### config.mk
export PLATFORM = sky130hd
export DESIGN_NAME = pump_hysteresis_controller_top
export DESIGN_NICKNAME = d
export VERILOG_FILES = /design/src/hw/rtl/phc_pkg.sv /design/src/hw/rtl/phc_cfg.sv /design/src/hw/rtl/phc_step.sv /design/src/hw/rtl/phc_skid.sv /design/src/hw/rtl/pump_hysteresis_controller_top.sv
export VERILOG_INCLUDE_DIRS = /design/src /design/src/hw/rtl
export SDC_FILE = /design/constraint.sdc
export NUM_CORES = 1
export LEC_CHECK = 0
export ABC_AREA = 1
export BUFFER_PORTS_ARGS = -buffer_cell sky130_fd_sc_hd__buf_2
export CAP_MARGIN = 20
export CORE_ASPECT_RATIO = 1.1
export CORE_MARGIN = 1
export CORE_UTILIZATION = 50
export CTS_BUF_LIST = sky130_fd_sc_hd__clkbuf_4
export DETAILED_ROUTE_END_ITERATION = 12
export GPL_TIMING_DRIVEN = 0
export PLACE_DENSITY = 0.67
export SLEW_MARGIN = 10
export SYNTH_ARGS = -nofsm -noshare
export SYNTH_HDL_FRONTEND = slang
export SYNTH_HIERARCHICAL = 1
export SYNTH_SLANG_ARGS = --single-unit
### constraint.sdc
create_clock -name clk -period 5.65 [get_ports clk]
set_input_delay 0.565 -clock clk [delete_from_list [all_inputs] [get_ports clk]]
set_output_delay 0.565 -clock clk [all_outputs]
set_load 0.005 [all_outputs]
### src/hw/rtl/assert_macros.svh
// Assertion helpers; each expects clk and rst_n in the enclosing module.
`ifndef ASSERT_MACROS_SVH
`define ASSERT_MACROS_SVH

// Same-cycle implication.
`define CHECK_IMPLIES(label, ante, cons, msg) \
    label: assert property (@(posedge clk) disable iff (!rst_n) (ante) |-> (cons)) \
        else $error(msg);

// Next-cycle implication.
`define CHECK_NEXT(label, ante, cons, msg) \
    label: assert property (@(posedge clk) disable iff (!rst_n) (ante) |=> (cons)) \
        else $error(msg);

`endif

### src/hw/rtl/phc_pkg.sv
package phc_pkg;

    typedef enum logic [2:0] {
        MODE_IDLE_MIN = 3'd0,
        MODE_IDLE     = 3'd1,
        MODE_PUMP_MIN = 3'd2,
        MODE_PUMPING  = 3'd3,
        MODE_CLEANING = 3'd4
    } mode_t;

    typedef struct packed {
        logic  pump_on;
        mode_t mode;
    } status_t;

    localparam int CFG_IDX_W = 3;

    localparam logic [CFG_IDX_W-1:0] CFG_IDLE_MIN_TICKS = 3'd0;
    localparam logic [CFG_IDX_W-1:0] CFG_IDLE_MAX_TICKS = 3'd1;
    localparam logic [CFG_IDX_W-1:0] CFG_PUMP_MIN_TICKS = 3'd2;
    localparam logic [CFG_IDX_W-1:0] CFG_PUMP_MAX_TICKS = 3'd3;
    localparam logic [CFG_IDX_W-1:0] CFG_DELTA_ON       = 3'd4;
    localparam logic [CFG_IDX_W-1:0] CFG_DELTA_OFF      = 3'd5;

    // Register reset values, truncated to the configured widths where used
    localparam int RST_IDLE_MIN_TICKS = 60;
    localparam int RST_IDLE_MAX_TICKS = 1440;
    localparam int RST_PUMP_MIN_TICKS = 5;
    localparam int RST_PUMP_MAX_TICKS = 600;
    localparam int RST_DELTA_ON       = 8;
    localparam int RST_DELTA_OFF      = 7;

endpackage

### src/hw/rtl/phc_cfg.sv
module phc_cfg #(
    parameter int TIMER_BITS = 20,
    parameter int TEMP_BITS  = 8,
    parameter int CFG_W      = 20
) (
    input  logic                          clk,
    input  logic                          rst_n,
    input  logic                          cfg_write_en,
    input  logic [phc_pkg::CFG_IDX_W-1:0] cfg_index,
    input  logic [CFG_W-1:0]              cfg_data,
    output logic [TIMER_BITS-1:0]         idle_min_ticks,
    output logic [TIMER_BITS-1:0]         idle_max_ticks,
    output logic [TIMER_BITS-1:0]         pump_min_ticks,
    output logic [TIMER_BITS-1:0]         pump_max_ticks,
    output logic signed [TEMP_BITS-1:0]   delta_on,
    output logic signed [TEMP_BITS-1:0]   delta_off
);
    import phc_pkg::*;

    logic [TIMER_BITS-1:0]       idle_min_reg;
    logic [TIMER_BITS-1:0]       idle_max_reg;
    logic [TIMER_BITS-1:0]       pump_min_reg;
    logic [TIMER_BITS-1:0]       pump_max_reg;
    logic signed [TEMP_BITS-1:0] delta_on_reg;
    logic signed [TEMP_BITS-1:0] delta_off_reg;

    // Out-of-range indexes fall through and are dropped
    always_ff @(posedge clk or negedge rst_n)
    begin
        if (!rst_n)
        begin
            idle_min_reg  <= TIMER_BITS'(RST_IDLE_MIN_TICKS);
            idle_max_reg  <= TIMER_BITS'(RST_IDLE_MAX_TICKS);
            pump_min_reg  <= TIMER_BITS'(RST_PUMP_MIN_TICKS);
            pump_max_reg  <= TIMER_BITS'(RST_PUMP_MAX_TICKS);
            delta_on_reg  <= TEMP_BITS'(RST_DELTA_ON);
            delta_off_reg <= TEMP_BITS'(RST_DELTA_OFF);
        end
        else if (cfg_write_en)
        begin
            case (cfg_index)
                CFG_IDLE_MIN_TICKS: idle_min_reg  <= cfg_data[TIMER_BITS-1:0];
                CFG_IDLE_MAX_TICKS: idle_max_reg  <= cfg_data[TIMER_BITS-1:0];
                CFG_PUMP_MIN_TICKS: pump_min_reg  <= cfg_data[TIMER_BITS-1:0];
                CFG_PUMP_MAX_TICKS: pump_max_reg  <= cfg_data[TIMER_BITS-1:0];
                CFG_DELTA_ON:       delta_on_reg  <= cfg_data[TEMP_BITS-1:0];
                CFG_DELTA_OFF:      delta_off_reg <= cfg_data[TEMP_BITS-1:0];
                default: ;
            endcase
        end
    end

    assign idle_min_ticks = idle_min_reg;
    assign idle_max_ticks = idle_max_reg;
    assign pump_min_ticks = pump_min_reg;
    assign pump_max_ticks = pump_max_reg;
    assign delta_on       = delta_on_reg;
    assign delta_off      = delta_off_reg;

endmodule

### src/hw/rtl/phc_step.sv
module phc_step #(
    parameter int TIMER_BITS = 20,
    parameter int TEMP_BITS  = 8
) (
    input  phc_pkg::status_t            cur,
    input  logic [TIMER_BITS-1:0]       remaining,
    input  logic                        tick,
    input  logic                        toggle_request,
    input  logic signed [TEMP_BITS-1:0] temp_delta,
    input  logic [TIMER_BITS-1:0]       idle_min_ticks,
    input  logic [TIMER_BITS-1:0]       idle_max_ticks,
    input  logic [TIMER_BITS-1:0]       pump_min_ticks,
    input  logic [TIMER_BITS-1:0]       pump_max_ticks,
    input  logic signed [TEMP_BITS-1:0] delta_on,
    input  logic signed [TEMP_BITS-1:0] delta_off,
    output phc_pkg::status_t            nxt,
    output logic [TIMER_BITS-1:0]       remaining_next
);
    import phc_pkg::*;

    status_t               st_dec;
    status_t               st_tog;
    logic [TIMER_BITS-1:0] rem_dec;
    logic [TIMER_BITS-1:0] rem_tog;
    logic                  alarm;
    logic                  rule_fire;
    mode_t                 rule_target;

    function automatic logic [TIMER_BITS-1:0] mode_len(input mode_t m);
        case (m)
            MODE_IDLE_MIN: mode_len = idle_min_ticks;
            MODE_IDLE:     mode_len = idle_max_ticks;
            MODE_PUMP_MIN: mode_len = pump_min_ticks;
            default:       mode_len = pump_max_ticks;
        endcase
    endfunction

    // Idle and pumping keep whatever drive they had
    function automatic logic mode_pump(input mode_t m, input logic cur_pump);
        case (m)
            MODE_IDLE_MIN: mode_pump = 1'b0;
            MODE_PUMP_MIN: mode_pump = 1'b1;
            MODE_CLEANING: mode_pump = 1'b1;
            default:       mode_pump = cur_pump;
        endcase
    endfunction

    // Tick, then toggle
    always_comb
    begin
        st_dec  = cur;
        rem_dec = (tick && (remaining != '0)) ? remaining - 1'b1 : remaining;
        st_tog  = st_dec;
        rem_tog = rem_dec;
        if (toggle_request)
        begin
            st_tog.mode = ((st_dec.mode == MODE_IDLE_MIN) || (st_dec.mode == MODE_IDLE))
                          ? MODE_PUMP_MIN : MODE_IDLE_MIN;
            st_tog.pump_on = mode_pump(st_tog.mode, st_dec.pump_on);
            rem_tog        = mode_len(st_tog.mode);
        end
    end

    // Mode rule, at most one transition
    always_comb
    begin
        alarm       = (rem_tog == '0);
        rule_fire   = 1'b0;
        rule_target = MODE_IDLE_MIN;
        case (st_tog.mode)
            MODE_IDLE_MIN:
            begin
                rule_fire   = alarm;
                rule_target = MODE_IDLE;
            end
            MODE_IDLE:
            begin
                if (temp_delta >= delta_on)
                begin
                    rule_fire   = 1'b1;
                    rule_target = MODE_PUMP_MIN;
                end
                else
                begin
                    rule_fire   = alarm;
                    rule_target = MODE_CLEANING;
                end
            end
            MODE_PUMP_MIN:
            begin
                rule_fire   = alarm;
                rule_target = MODE_PUMPING;
            end
            MODE_PUMPING:
            begin
                rule_fire   = (temp_delta <= delta_off) || alarm;
                rule_target = MODE_IDLE_MIN;
            end
            MODE_CLEANING:
            begin
                rule_fire   = alarm;
                rule_target = MODE_IDLE_MIN;
            end
            default:
            begin
                rule_fire   = 1'b0;
                rule_target = MODE_IDLE_MIN;
            end
        endcase
    end

    always_comb
    begin
        nxt            = st_tog;
        remaining_next = rem_tog;
        if (rule_fire)
        begin
            nxt.mode       = rule_target;
            nxt.pump_on    = mode_pump(rule_target, st_tog.pump_on);
            remaining_next = mode_len(rule_target);
        end
    end

endmodule

### src/hw/rtl/phc_skid.sv
`include "assert_macros.svh"

module phc_skid (
    input  logic             clk,
    input  logic             rst_n,
    input  logic             push,
    input  phc_pkg::status_t push_data,
    output logic             room,
    output logic             out_valid,
    input  logic             out_ready,
    output phc_pkg::status_t out_data
);
    import phc_pkg::*;

    logic    main_valid_reg;
    logic    skid_valid_reg;
    status_t main_data_reg;
    status_t skid_data_reg;
    logic    pop;

    assign pop       = main_valid_reg && out_ready;
    assign room      = !skid_valid_reg;
    assign out_valid = main_valid_reg;
    assign out_data  = main_data_reg;

    always_ff @(posedge clk or negedge rst_n)
    begin
        if (!rst_n)
        begin
            main_valid_reg <= 1'b0;
            skid_valid_reg <= 1'b0;
        end
        else if (skid_valid_reg)
        begin
            if (pop)
            begin
                skid_valid_reg <= 1'b0;
            end
        end
        else if (push)
        begin
            if (main_valid_reg && !pop)
            begin
                skid_valid_reg <= 1'b1;
            end
            else
            begin
                main_valid_reg <= 1'b1;
            end
        end
        else if (pop)
        begin
            main_valid_reg <= 1'b0;
        end
    end

    always_ff @(posedge clk)
    begin
        if (skid_valid_reg)
        begin
            if (pop)
            begin
                main_data_reg <= skid_data_reg;
            end
        end
        else if (push)
        begin
            if (main_valid_reg && !pop)
            begin
                skid_data_reg <= push_data;
            end
            else
            begin
                main_data_reg <= push_data;
            end
        end
    end

    `CHECK_IMPLIES(a_skid_behind_main, skid_valid_reg, main_valid_reg,
        "skid word held with empty output register")
    `CHECK_NEXT(a_skid_fill_on_stall, !skid_valid_reg && push && main_valid_reg && !out_ready,
        skid_valid_reg, "word pushed during stall was not parked")

endmodule

### src/hw/rtl/pump_hysteresis_controller_top.sv
// Solar-heater pump controller, five modes with one countdown timer.
//
// Input channel (in_valid/in_ready): one word per control step carrying tick,
// toggle_request and temp_delta. Output channel (out_valid/out_ready): one
// word per input word with pump_drive and mode_code after that step.
// Config port: cfg_write_en/cfg_index/cfg_data writes one register per cycle;
// indexes beyond the list are dropped. Writes do not reload a running timer.
//
// The result is registered into the output buffer as the input word is taken.
// Throughput: one word per cycle while in_ready is high; the whole step
// (decrement, toggle, mode rule) is a single combinational pass from the
// state registers into the output buffer.
// Stall: a two-entry output buffer (output register plus skid) keeps in_ready
// high while one result waits; in_ready drops only once both are full.
// Reset: mode idle-minimum, pump off, timer loaded with the idle-minimum
// reset length, registers at their reset values, output buffer empty.
`include "assert_macros.svh"

module pump_hysteresis_controller_top #(
    parameter int TIMER_BITS = 20,
    parameter int TEMP_BITS  = 8
) (
    input  logic                                    clk,
    input  logic                                    rst_n,
    input  logic                                    in_valid,
    output logic                                    in_ready,
    input  logic                                    tick,
    input  logic                                    toggle_request,
    input  logic signed [TEMP_BITS-1:0]             temp_delta,
    output logic                                    out_valid,
    input  logic                                    out_ready,
    output logic                                    pump_drive,
    output logic [2:0]                              mode_code,
    input  logic                                    cfg_write_en,
    input  logic [phc_pkg::CFG_IDX_W-1:0]           cfg_index,
    input  logic [((TIMER_BITS > TEMP_BITS) ? TIMER_BITS : TEMP_BITS)-1:0] cfg_data
);
    import phc_pkg::*;

    localparam int CFG_W = (TIMER_BITS > TEMP_BITS) ? TIMER_BITS : TEMP_BITS;

    // Config registers
    logic [TIMER_BITS-1:0]       idle_min_ticks;
    logic [TIMER_BITS-1:0]       idle_max_ticks;
    logic [TIMER_BITS-1:0]       pump_min_ticks;
    logic [TIMER_BITS-1:0]       pump_max_ticks;
    logic signed [TEMP_BITS-1:0] delta_on;
    logic signed [TEMP_BITS-1:0] delta_off;

    // Controller state
    status_t               status_reg;
    status_t               status_next;
    logic [TIMER_BITS-1:0] remaining_reg;
    logic [TIMER_BITS-1:0] remaining_next;

    logic    push;
    logic    room;
    status_t out_data;

    phc_cfg #(
        .TIMER_BITS (TIMER_BITS),
        .TEMP_BITS  (TEMP_BITS),
        .CFG_W      (CFG_W)
    ) u_cfg (
        .clk            (clk),
        .rst_n          (rst_n),
        .cfg_write_en   (cfg_write_en),
        .cfg_index      (cfg_index),
        .cfg_data       (cfg_data),
        .idle_min_ticks (idle_min_ticks),
        .idle_max_ticks (idle_max_ticks),
        .pump_min_ticks (pump_min_ticks),
        .pump_max_ticks (pump_max_ticks),
        .delta_on       (delta_on),
        .delta_off      (delta_off)
    );

    // Step logic: decrement, toggle, then the mode rule
    phc_step #(
        .TIMER_BITS (TIMER_BITS),
        .TEMP_BITS  (TEMP_BITS)
    ) u_step (
        .cur            (status_reg),
        .remaining      (remaining_reg),
        .tick           (tick),
        .toggle_request (toggle_request),
        .temp_delta     (temp_delta),
        .idle_min_ticks (idle_min_ticks),
        .idle_max_ticks (idle_max_ticks),
        .pump_min_ticks (pump_min_ticks),
        .pump_max_ticks (pump_max_ticks),
        .delta_on       (delta_on),
        .delta_off      (delta_off),
        .nxt            (status_next),
        .remaining_next (remaining_next)
    );

    assign in_ready = room;
    assign push     = in_valid && room;

    // State advances only on an accepted word
    always_ff @(posedge clk or negedge rst_n)
    begin
        if (!rst_n)
        begin
            status_reg.mode    <= MODE_IDLE_MIN;
            status_reg.pump_on <= 1'b0;
            remaining_reg      <= TIMER_BITS'(RST_IDLE_MIN_TICKS);
        end
        else if (push)
        begin
            status_reg    <= status_next;
            remaining_reg <= remaining_next;
        end
    end

    phc_skid u_skid (
        .clk       (clk),
        .rst_n     (rst_n),
        .push      (push),
        .push_data (status_next),
        .room      (room),
        .out_valid (out_valid),
        .out_ready (out_ready),
        .out_data  (out_data)
    );

    assign pump_drive = out_data.pump_on;
    assign mode_code  = out_data.mode;

    `CHECK_IMPLIES(a_pump_on_modes,
        (status_reg.mode == MODE_PUMP_MIN) || (status_reg.mode == MODE_CLEANING),
        status_reg.pump_on, "pump off in a pumping mode")
    `CHECK_IMPLIES(a_pump_off_idle_min, status_reg.mode == MODE_IDLE_MIN,
        !status_reg.pump_on, "pump on in idle-minimum mode")
    `CHECK_NEXT(a_state_holds_idle, !push, $stable(remaining_reg),
        "timer moved without an accepted word")

endmodule
### After elaboration in Yosys (flattened, before gate mapping)

Index checks and enable logic that the tools add are counted.
W data, S select, Z words.

* $add $sub $neg: 1
* magnitude comparators: 2
* equality and inequality tests: 19
* multiplexer cells: 25
* bitwise logic cells: 1
* reductions and logical operators: 29

Operator list (count)
* $pmux W20 S3: 2
* $mux W20: 3
* $mux W4: 6
* $logic_not A20 Y1: 1
* $reduce_bool A20 Y1: 1
* $sub A20 B1 Y20 const B: 1
* $eq A3 B2 Y1 const B: 6
* $eq A3 B1 Y1 const B: 5
* $eq A3 B3 Y1 const B: 5
* $logic_not A3 Y1: 5
* $reduce_and A2 Y1: 6
* $pmux W3 S3: 1
* $reduce_and A3 Y1: 3
* $ge A8 B8 Y1: 1
* $le A8 B8 Y1: 1
* $mux W1: 8
* $logic_and A1 B1 Y1: 4
* $ne A2 B2 Y1 const B: 2
* $pmux W1 S2: 2
* $reduce_bool A2 Y1: 2
* $reduce_or A2 Y1: 2
* $mux W3: 1
* $pmux W1 S3: 1
* $reduce_or A3 Y1: 1
* 5 further kinds: 7

* bits in registers: 130
* bits of input ports: 38
* output and inout port bits: 6
* logic and storage cells: 92

### Depth between registers and ports, before layout

Gate-level depths: netlist of run 1.

* depth after elaboration: 16
* depth in mapped cells: 22

### Hierarchy

The synthesis of run 1 kept the hierarchy.

Modules (own cells, without submodules)
* phc_cfg: instances 1, cells an instance 429, area each 3799.9 um^2, sequential area each 2424.8 um^2
* phc_step: instances 1, cells an instance 614, area each 2972.9 um^2, sequential area each 0.0 um^2
* pump_hysteresis_controller_top: instances 1, cells an instance 106, area each 1042.2 um^2, sequential area each 605.6 um^2
* phc_skid: instances 1, cells an instance 39, area each 435.4 um^2, sequential area each 290.3 um^2

### Worst setup path after synthesis of run 1

Ideal clock, no wire load.

* kind: register to register
* start: register remaining_reg[0]
* end: register u_skid.main_data_reg (netlist bit u_skid/out_data[1]) (data pin)
* setup time: 0.252 ns
* data arrival time: 2.343 ns
* data required time: 5.398 ns
* setup slack: 3.055 ns
* cell stages (with the launch flop): 22
* cells stage by stage: dfrtp_1 > inv_1 > ha_1 > nand2_2 > nor2_4 > nand3_4 > nand2_4 > buf_6 > nand2_1 > nand3_1 > nand2_1 > nor2_1 > nand2_1 > nor2_1 > nand3_1 > nand2_4 > nand2_4 > buf_6 > nand2_1 > nand2_1 > nand2_1 > nand2_1

RTL lines
* from (decl): RTL line pump_hysteresis_controller_top.sv:53 `logic [TIMER_BITS-1:0] remaining_reg;`
* from (signal assigned): RTL line pump_hysteresis_controller_top.sv:108 `remaining_reg <= TIMER_BITS'(RST_IDLE_MIN_TICKS);`
* from (signal assigned): RTL line pump_hysteresis_controller_top.sv:113 `remaining_reg <= remaining_next;`
* to (signal assigned): RTL line phc_skid.sv:63 `main_data_reg <= skid_data_reg;`
* to (signal assigned): RTL line phc_skid.sv:74 `main_data_reg <= push_data;`
* to (decl): RTL line phc_skid.sv:17 `status_t main_data_reg;`

==> metrics.md, run 1 <==
| Metric | Value |
|---|---|
| DRT iter0 DRCs | 684 |
| Initial Util | 0.518 |
| LEAKAGE | around 4.7 nW |
| Minimum hold slack | 0.251 ns |
| Avg WL per Cell | 16.6 um |
| Worst path most repeated cell | nand2_1 |
| Post-CTS setup buffer count | 0 |
| Hold endpoint | u_cfg/pump_max_ticks[9] |
| Die area | 0.0170 sq mm |
| Antenna Nets Post-Route | 0 |
| Port Buffers | 41 |
| Logic gate share of total power | 0.454 |
| Post-synth EDFFs | 8 |
| Setup CP Type | register to register |
| Syn Area/Cell | around 6.9 sq um |
| Synthesized area | 0.00825 sq mm |
| Core ar. | 0.0159 sq mm |
| Critical Path Source Type | register |
| Routed vias | 8,047 |
| DRC Markers | 0 |
| Clk network pwr share | 0.162 |
| Initial antenna violation count | 1 |
| Count leader, synth | nand2_1 |
| Placer Congestion | 0.931 |
| Async SR Flop Fraction | 0.938 |
| Die height | 137 um |
| Post-Syn Instances | 1,188 |
| Area Overhead vs Synth | 9.25% |
| Drt via density | 5.50 |
| Pre-Repair DR Iteration Count | 5 |
| Yosys top cell by area | dfrtp_1 |
| P_sw | 1.71 mW |
| Sequential power share | 0.384 |
| Placed Instance Area | about 0.0087 sq mm |
| Crit path cell chain | inv_1 -> ha_1 -> nand2_2 -> nor2_4 -> nand3_4 -> nand2_4 -> buf_6 -> nand2_1 -> nand3_1 -> nand2_1 -> nor2_1 -> nand2_1 -> nor2_1 -> nand3_1 -> nand2_4 -> nand2_4 -> buf_6 -> nand2_1 -> nand2_1 -> nand2_1 -> nand2_1 |
| Crit share post-route | 0.571 |
| Status | completed |
| Final setup fails | 0 |
| CTS tree | built |
| Ranking of synthesized cells by area | dfrtp_1, nand2_1, nand3_1, dfstp_2, nand4_1 |
| CP endpoint kind | register |
| Post-Route WL | 24,200 um |
| Clock root cell | clkbuf_4 |
| Capturing point of the worst reg2reg path | u_skid/out_data[1] |
| R2R depth | 21 |
| Rows | 48 |
| CTS Buf Count | 17 |
| Fmax | 0.310 GHz |
| Clock Sink Count | 130 |
| Max-cap violations | 0 |
| H-tree Lvls | 4 |
| Die width | 124 um |
| Crit path max fanout | 10 |
| Syn Nets | 1,243 |
| Slowest-stage cell, CP | dfrtp_1 |
| Net Sw Frac | 0.463 |
| Hold_sp | cfg_data[9] |
| Top_reg_cell synth | dfrtp_1 |
| Crit path DAT | 3.57 ns |
| Actual slew at the worst max-slew pin | 0.674 ns |
| Final core utilization | 0.566 |
| Req. time, crit path | 5.99 ns |
| WP buf/inv | 3 |
| Worst reg2reg setup slack | 2.42 ns |
| Slowest stage delay, CP | 0.42 ns |
| Worst-Skew Late Latency | around 0.57 ns |
| Final instance area | around 0.009 sq mm |
| Layout cells sized above 1 | 0.134 |
| Clock transition at path regs | 0.14 ns |
| Longest Clk Path Bufs | 2 |
| Worst setup margin | between 2 and 2.5 ns |
| First-pass GRT wire length | approximately 40,000 um |
| # IOs | 44 |
| Max rail drop VDD | 0.157 mV |
| Max_slew headroom | 0.551 |
| CP delay by family, top | simple AND/OR/NAND/NOR gates |
| Top cells by count, synth | nand2_1, nand3_1, dfrtp_1, nand4_1, inv_1 |
| RSZ-0062 raised after global routing | no |
| R2r startpoint | remaining_reg[0] |
| Layout Nets | 1,305 |
| Layout Skew | ~0.030 ns |
| Worst hold path class | primary input to register |
| Syn. warnings | 6 |
| Post-synth top area share | 0.303 |
| Seq cells post-synth | 130 |
| Post-place setup slack | 2.41 ns |
| Max Slew Vio Count | 0 |
| Setup TNS | 0 ns |
| Largest net degree at the start of global routing | 77 |
| Grt total ovfl | 0 |
| Power Density | 410 mW/mm^2 |
| Total GRT Usage | 0.297 |
| Fin crit period | 3.23 ns |
| Sequential share of the synthesized area | 0.402 |
| Hold depth | 3 |
| Synth cell types | 36 |
| Vias in the first global route | 7,490 |
| DP Wirelength | 18,500 um |
| Final hold vios | 0 |
| Internal Pwr Total | 1.98 mW |
[per-layer routing]
metal | up-vias | track usage | part of all wire
met5 | - | 0 | 0
met4 | 0 | 0.116 | 0.028
met3 | 53 | 0.0536 | 0.056
met2 | 270 | 0.492 | 0.47
met1 | 3713 | 0.387 | 0.44
li1 | 4011 | - | -
[layout by cell type (no fill, tap or decap), types with 2 or more instances in the layout]
cell type / count
inv_6: 4
nor2_1: 56
clkinv_4: 3
nand2_1: 482
a21oi_1: 28
nand2_4: 3
inv_2: 3
buf_1: 3
clkinv_1: 3
o211ai_1: 3
nand3b_1: 5
buf_4: 8
dfstp_2: 22
clkinvlp_4: 5
clkinv_2: 2
dfrtp_1: 100
clkbuf_4: 17
ha_1: 17
nand4_1: 85
buf_2: 63
nor2_4: 4
o21ai_0: 25
inv_1: 78
edfxtp_1: 8
o21a_1: 3
buf_6: 9
nand2_2: 16
nand3_1: 163
clkbuf_1: 29
nor2_2: 3
[repair_timing]
item | CTS | global route
endpoints found under the hold margin | 32 | 0
resized for setup | 0 | 0
hold buffers | 1 | 0
[per-stage QoR]
stage / instances / power, mW
after floorplan: 1188 / 2.59
after global placement: 1429 / 3.05
after detailed placement: 1430 / 3.08
after CTS: 1463 / 3.68
after global routing: 1464 / 4.01
final: 1464 / 3.69
[how the worst max path moves through the flow]
| stage | start | to | slack (ns) | cells past startpoint |
|---|---|---|---|---|
| 3_5_place_dp | remaining_reg[0] | u_skid/out_data[1] | 2.41 | 21 |
| 2_1_floorplan | remaining_reg[0] | u_skid/out_data[1] | 3.06 | 21 |
| 5_1_grt | remaining_reg[0] | u_skid/out_data[0] | 2.13 | 21 |
| 6_report | remaining_reg[0] | u_skid/out_data[1] | 2.42 | 21 |
| 4_1_cts | remaining_reg[0] | u_skid/out_data[1] | 2.40 | 21 |
| 3_3_place_gp | rst_n | u_skid/out_valid | 2.37 | 1 |
[kinds of logic after synthesis]
group,Yosys count,synth area share
AO/OA/AOI/OAI,61,0.0393
buffers and inverters,156,0.0874
flip-flops,130,0.402
adder cells (fa/ha/maj),17,0.0258
XOR/XNOR,1,0.00106
AND/OR/NAND/NOR,823,0.444
[power groups by stage]
| stage | logic, mW | clock network (mW) | registers [mW] |
|---|---|---|---|
| 2_1_floorplan | 1.23 | 0 | 1.36 |
| 3_3_place_gp | 1.62 | 0 | 1.43 |
| 3_5_place_dp | 1.64 | 0 | 1.44 |
| 4_1_cts | 1.65 | 0.614 | 1.42 |
| 5_1_grt | 1.90 | 0.654 | 1.45 |
| 6_report | 1.68 | 0.599 | 1.42 |
[worst min-delay path, delay by kind of cell]
family	cells	cell delay, ns
buffers and inverters	1	0.14
AND/OR/NAND/NOR	2	0.11
[area by class of cell]
class                           count  area, sq um
Tap cell                          200          250
Fill cell                        1559         6900
Buffer                             72          400
Inverter                           84          320
Clock inverter                     15          134
Antenna cell                        1         2.50
Timing Repair Buffer               43          249
Clock buffer                       17          128
Sequential cell                   130         3320
Multi-Input combinational cell    902         4210
Power figures use the tool's default switching activity.
==> run 2, diff against run 1 <==
==> constraint.sdc (replaced) <==
create_clock -name clk -period 3.15 [get_ports clk]
set_input_delay 0.315 -clock clk [delete_from_list [all_inputs] [get_ports clk]]
set_output_delay 0.315 -clock clk [all_outputs]
set_load 0.005 [all_outputs]
==> run 2 against run 1 <==
Compared with the run above: non-clock buffer count up 20; register-to-register slack worse by 2.2 ns; largest power group unchanged; sequential power up 80%; wire length up 0.55%; worst hold slack worse by 0.22 ns; cell area up 2.5%; count of clock-buffer cells in the layout unchanged; largest cell class unchanged.
==> metrics.md, run 2 (synthesized netlist as in run 1, its figures left out) <==
| Metric | Value |
|---|---|
| Post-place setup slack | -0.0906 ns |
| Final setup fails | 0 |
| First-pass GRT wire length | 39,400 um |
| Placed Cells incl. Taps | 1,430 |
| Hold_sp | cfg_data[4] |
| Routed vias | about 8,200 |
| Max rail drop VDD | 0.282 mV |
| Clock transition at path regs | approximately 0.14 ns |
| Capturing point of the worst reg2reg path | u_skid/out_data[1] |
| Drt via density | 5.50 |
| Die height | about 140 um |
| Area Overhead vs Synth | 12.0% |
| R2R depth | 16 |
| Crit share post-route | 0.930 |
| Fill cells | 1,542 |
| Slowest-stage cell, CP | dfrtp_1 |
| Fmax | ~0.34 GHz |
| Worst-Skew Late Latency | 0.57 ns |
| Hold depth | 3 |
| R2r startpoint | status_reg[2] |
| Critical Path Source Type | register |
| Pre-Repair DR Iteration Count | 6 |
| Crit path DAT | ~3.3 ns |
| Layout cells sized above 1 | 0.152 |
| Final instance area | 0.00924 sq mm |
| Req. time, crit path | between 3 and 4 ns |
| # IOs | 44 |
| Layout Nets | 1,325 |
| H-tree Lvls | 4 |
| Port Buffers | 41 |
| CP endpoint kind | register |
| Worst setup margin | 0.222 ns |
| Largest net degree at the start of global routing | 77 |
| Final std cells w/o fill | ~1,500 |
| Minimum hold slack | 0.0306 ns |
| Final core utilization | 0.581 |
| DP Wirelength | ~18,000 um |
| CTS tree | built |
| Post-Route WL | 24,400 um |
| Actual slew at the worst max-slew pin | 0.681 ns |
| Core ar. | ~0.016 sq mm |
| Rows | 48 |
| CP delay by family, top | simple AND/OR/NAND/NOR gates |
| Worst reg2reg setup slack | 0.22 ns |
| LEAKAGE | 4.84 nW |
| Die area | 0.0170 sq mm |
| Layout Skew | 0.0311 ns |
| Max-cap violations | 0 |
| WP buf/inv | 3 |
| Grt total ovfl | 0 |
| Initial antenna violation count | 1 |
| Fin crit period | 2.93 ns |
| Vias in the first global route | 7,527 |
| Die width | 124 um |
| Total GRT Usage | 0.298 |
| Commonest non-fill, non-tap cells in the layout | nand2_1, nand3_1, dfrtp_1 |
| Status | completed |
| Crit path max fanout | 10 |
| Antenna Nets Post-Route | 0 |
| DRT iter0 DRCs | around 620 |
| CTS Buf Count | 17 |
| Placer Congestion | 0.931 |
| Avg WL per Cell | 16.4 um |
| Power Density | ~730 mW/mm^2 |
| Crit path cell chain | nor2_1 -> clkinv_1 -> clkbuf_1 -> o21ai_0 -> nand2_1 -> nor2_1 -> nand2_1 -> nor2_2 -> nand3_2 -> nand2_4 -> nand2_4 -> buf_6 -> nand2_1 -> nand2_1 -> nand2_1 -> nand2_1 |
| Register area | 0.00333 sq mm |
| Commonest non-fill, non-tap cell in the layout | nand2_1 |
| Slowest stage delay, CP | 0.50 ns |
| Initial Util | 0.518 |
| Max_slew headroom | 0.546 |
| Setup CP Type | register to register |
| DRC Markers | 0 |
| Multi-input logic area | roughly 0.0042 sq mm |
| Hold endpoint | u_cfg/pump_max_ticks[4] |
| Longest Clk Path Bufs | 2 |
| Clock root cell | clkbuf_4 |
| Final hold vios | 0 |
| Worst hold path class | primary input to register |
| Placed Instance Area | 0.00874 sq mm |
| Worst path most repeated cell | nand2_1 |
| Clock Sink Count | 130 |
| Max Slew Vio Count | 0 |
==> run 2: cell types whose count changed in the layout (fill, tap and decap cells not counted), sizes merged <==
| cell | previous run | this run |
|---|---|---|
| dlygate4sd3 | 1 | 14 |
| buf | 85 | 92 |
==> run 2: routing by layer <==
metal  vias to the layer above  track usage  wire, um
met2                       318        0.497     11600
met1                      3737        0.389     10500
li1                       4051            -         -
met5                         -            0         0
met3                        58       0.0536      1510
met4                         0        0.113       726
==> run 2: stage by stage <==
| step | TNS (ns) | power, mW |
|---|---|---|
| final | 0 | 6.73 |
| after global routing | -0.00734 | 7.30 |
| after CTS | 0 | 6.64 |
| after detailed placement | -0.247 | 5.52 |
| after global placement | -0.137 | 5.47 |
| after floorplan | 0 | 4.65 |
==> run 2: area by class of cell <==
class,instances,area share
Multi-Input combinational cell,902,0.459
Inverter,84,0.0347
Timing Repair Buffer,63,0.0467
Sequential cell,130,0.360
Clock buffer,17,0.0138
Tap cell,200,0.0271
Clock inverter,15,0.0145
Antenna cell,1,0.000271
Buffer,72,0.0439
==> run 2: where the power goes <==
part / internal [mW] / total (mW) / leakage (nW) / switching, mW
logic: 1.08 / 3.10 / 3.15 / 2.02
clock network: 0.393 / 1.08 / 0.128 / 0.683
registers: 2.16 / 2.56 / 1.56 / 0.399
==> run 2: worst max-delay path by stage <==
stage,start,endpoint,slack (ns),cells after the start
2_1_floorplan,remaining_reg[0],u_skid/out_data[1],0.56,21
3_3_place_gp,remaining_reg[0],u_skid/out_data[0],-0.05,21
3_5_place_dp,remaining_reg[0],u_skid/out_data[1],-0.09,21
4_1_cts,remaining_reg[0],u_skid/out_data[1],0.02,21
5_1_grt,remaining_reg[1],u_skid/out_data[1],-0.007,21
6_report,status_reg[2],u_skid/out_data[1],0.22,16
==> run 2: worst min-delay path, cell delays in order <==
cell,delay [ns]
buf_2,0.16
nand2_1,0.08
nand2_1,0.05
==> run 2: timing repair <==
action,CTS,global route
endpoints found under the setup margin,3,22
hold buffers,14,0
hold endpoints to repair,47,0
pin swaps,0,4
gates resized for setup,3,21
buffers inserted,0,7
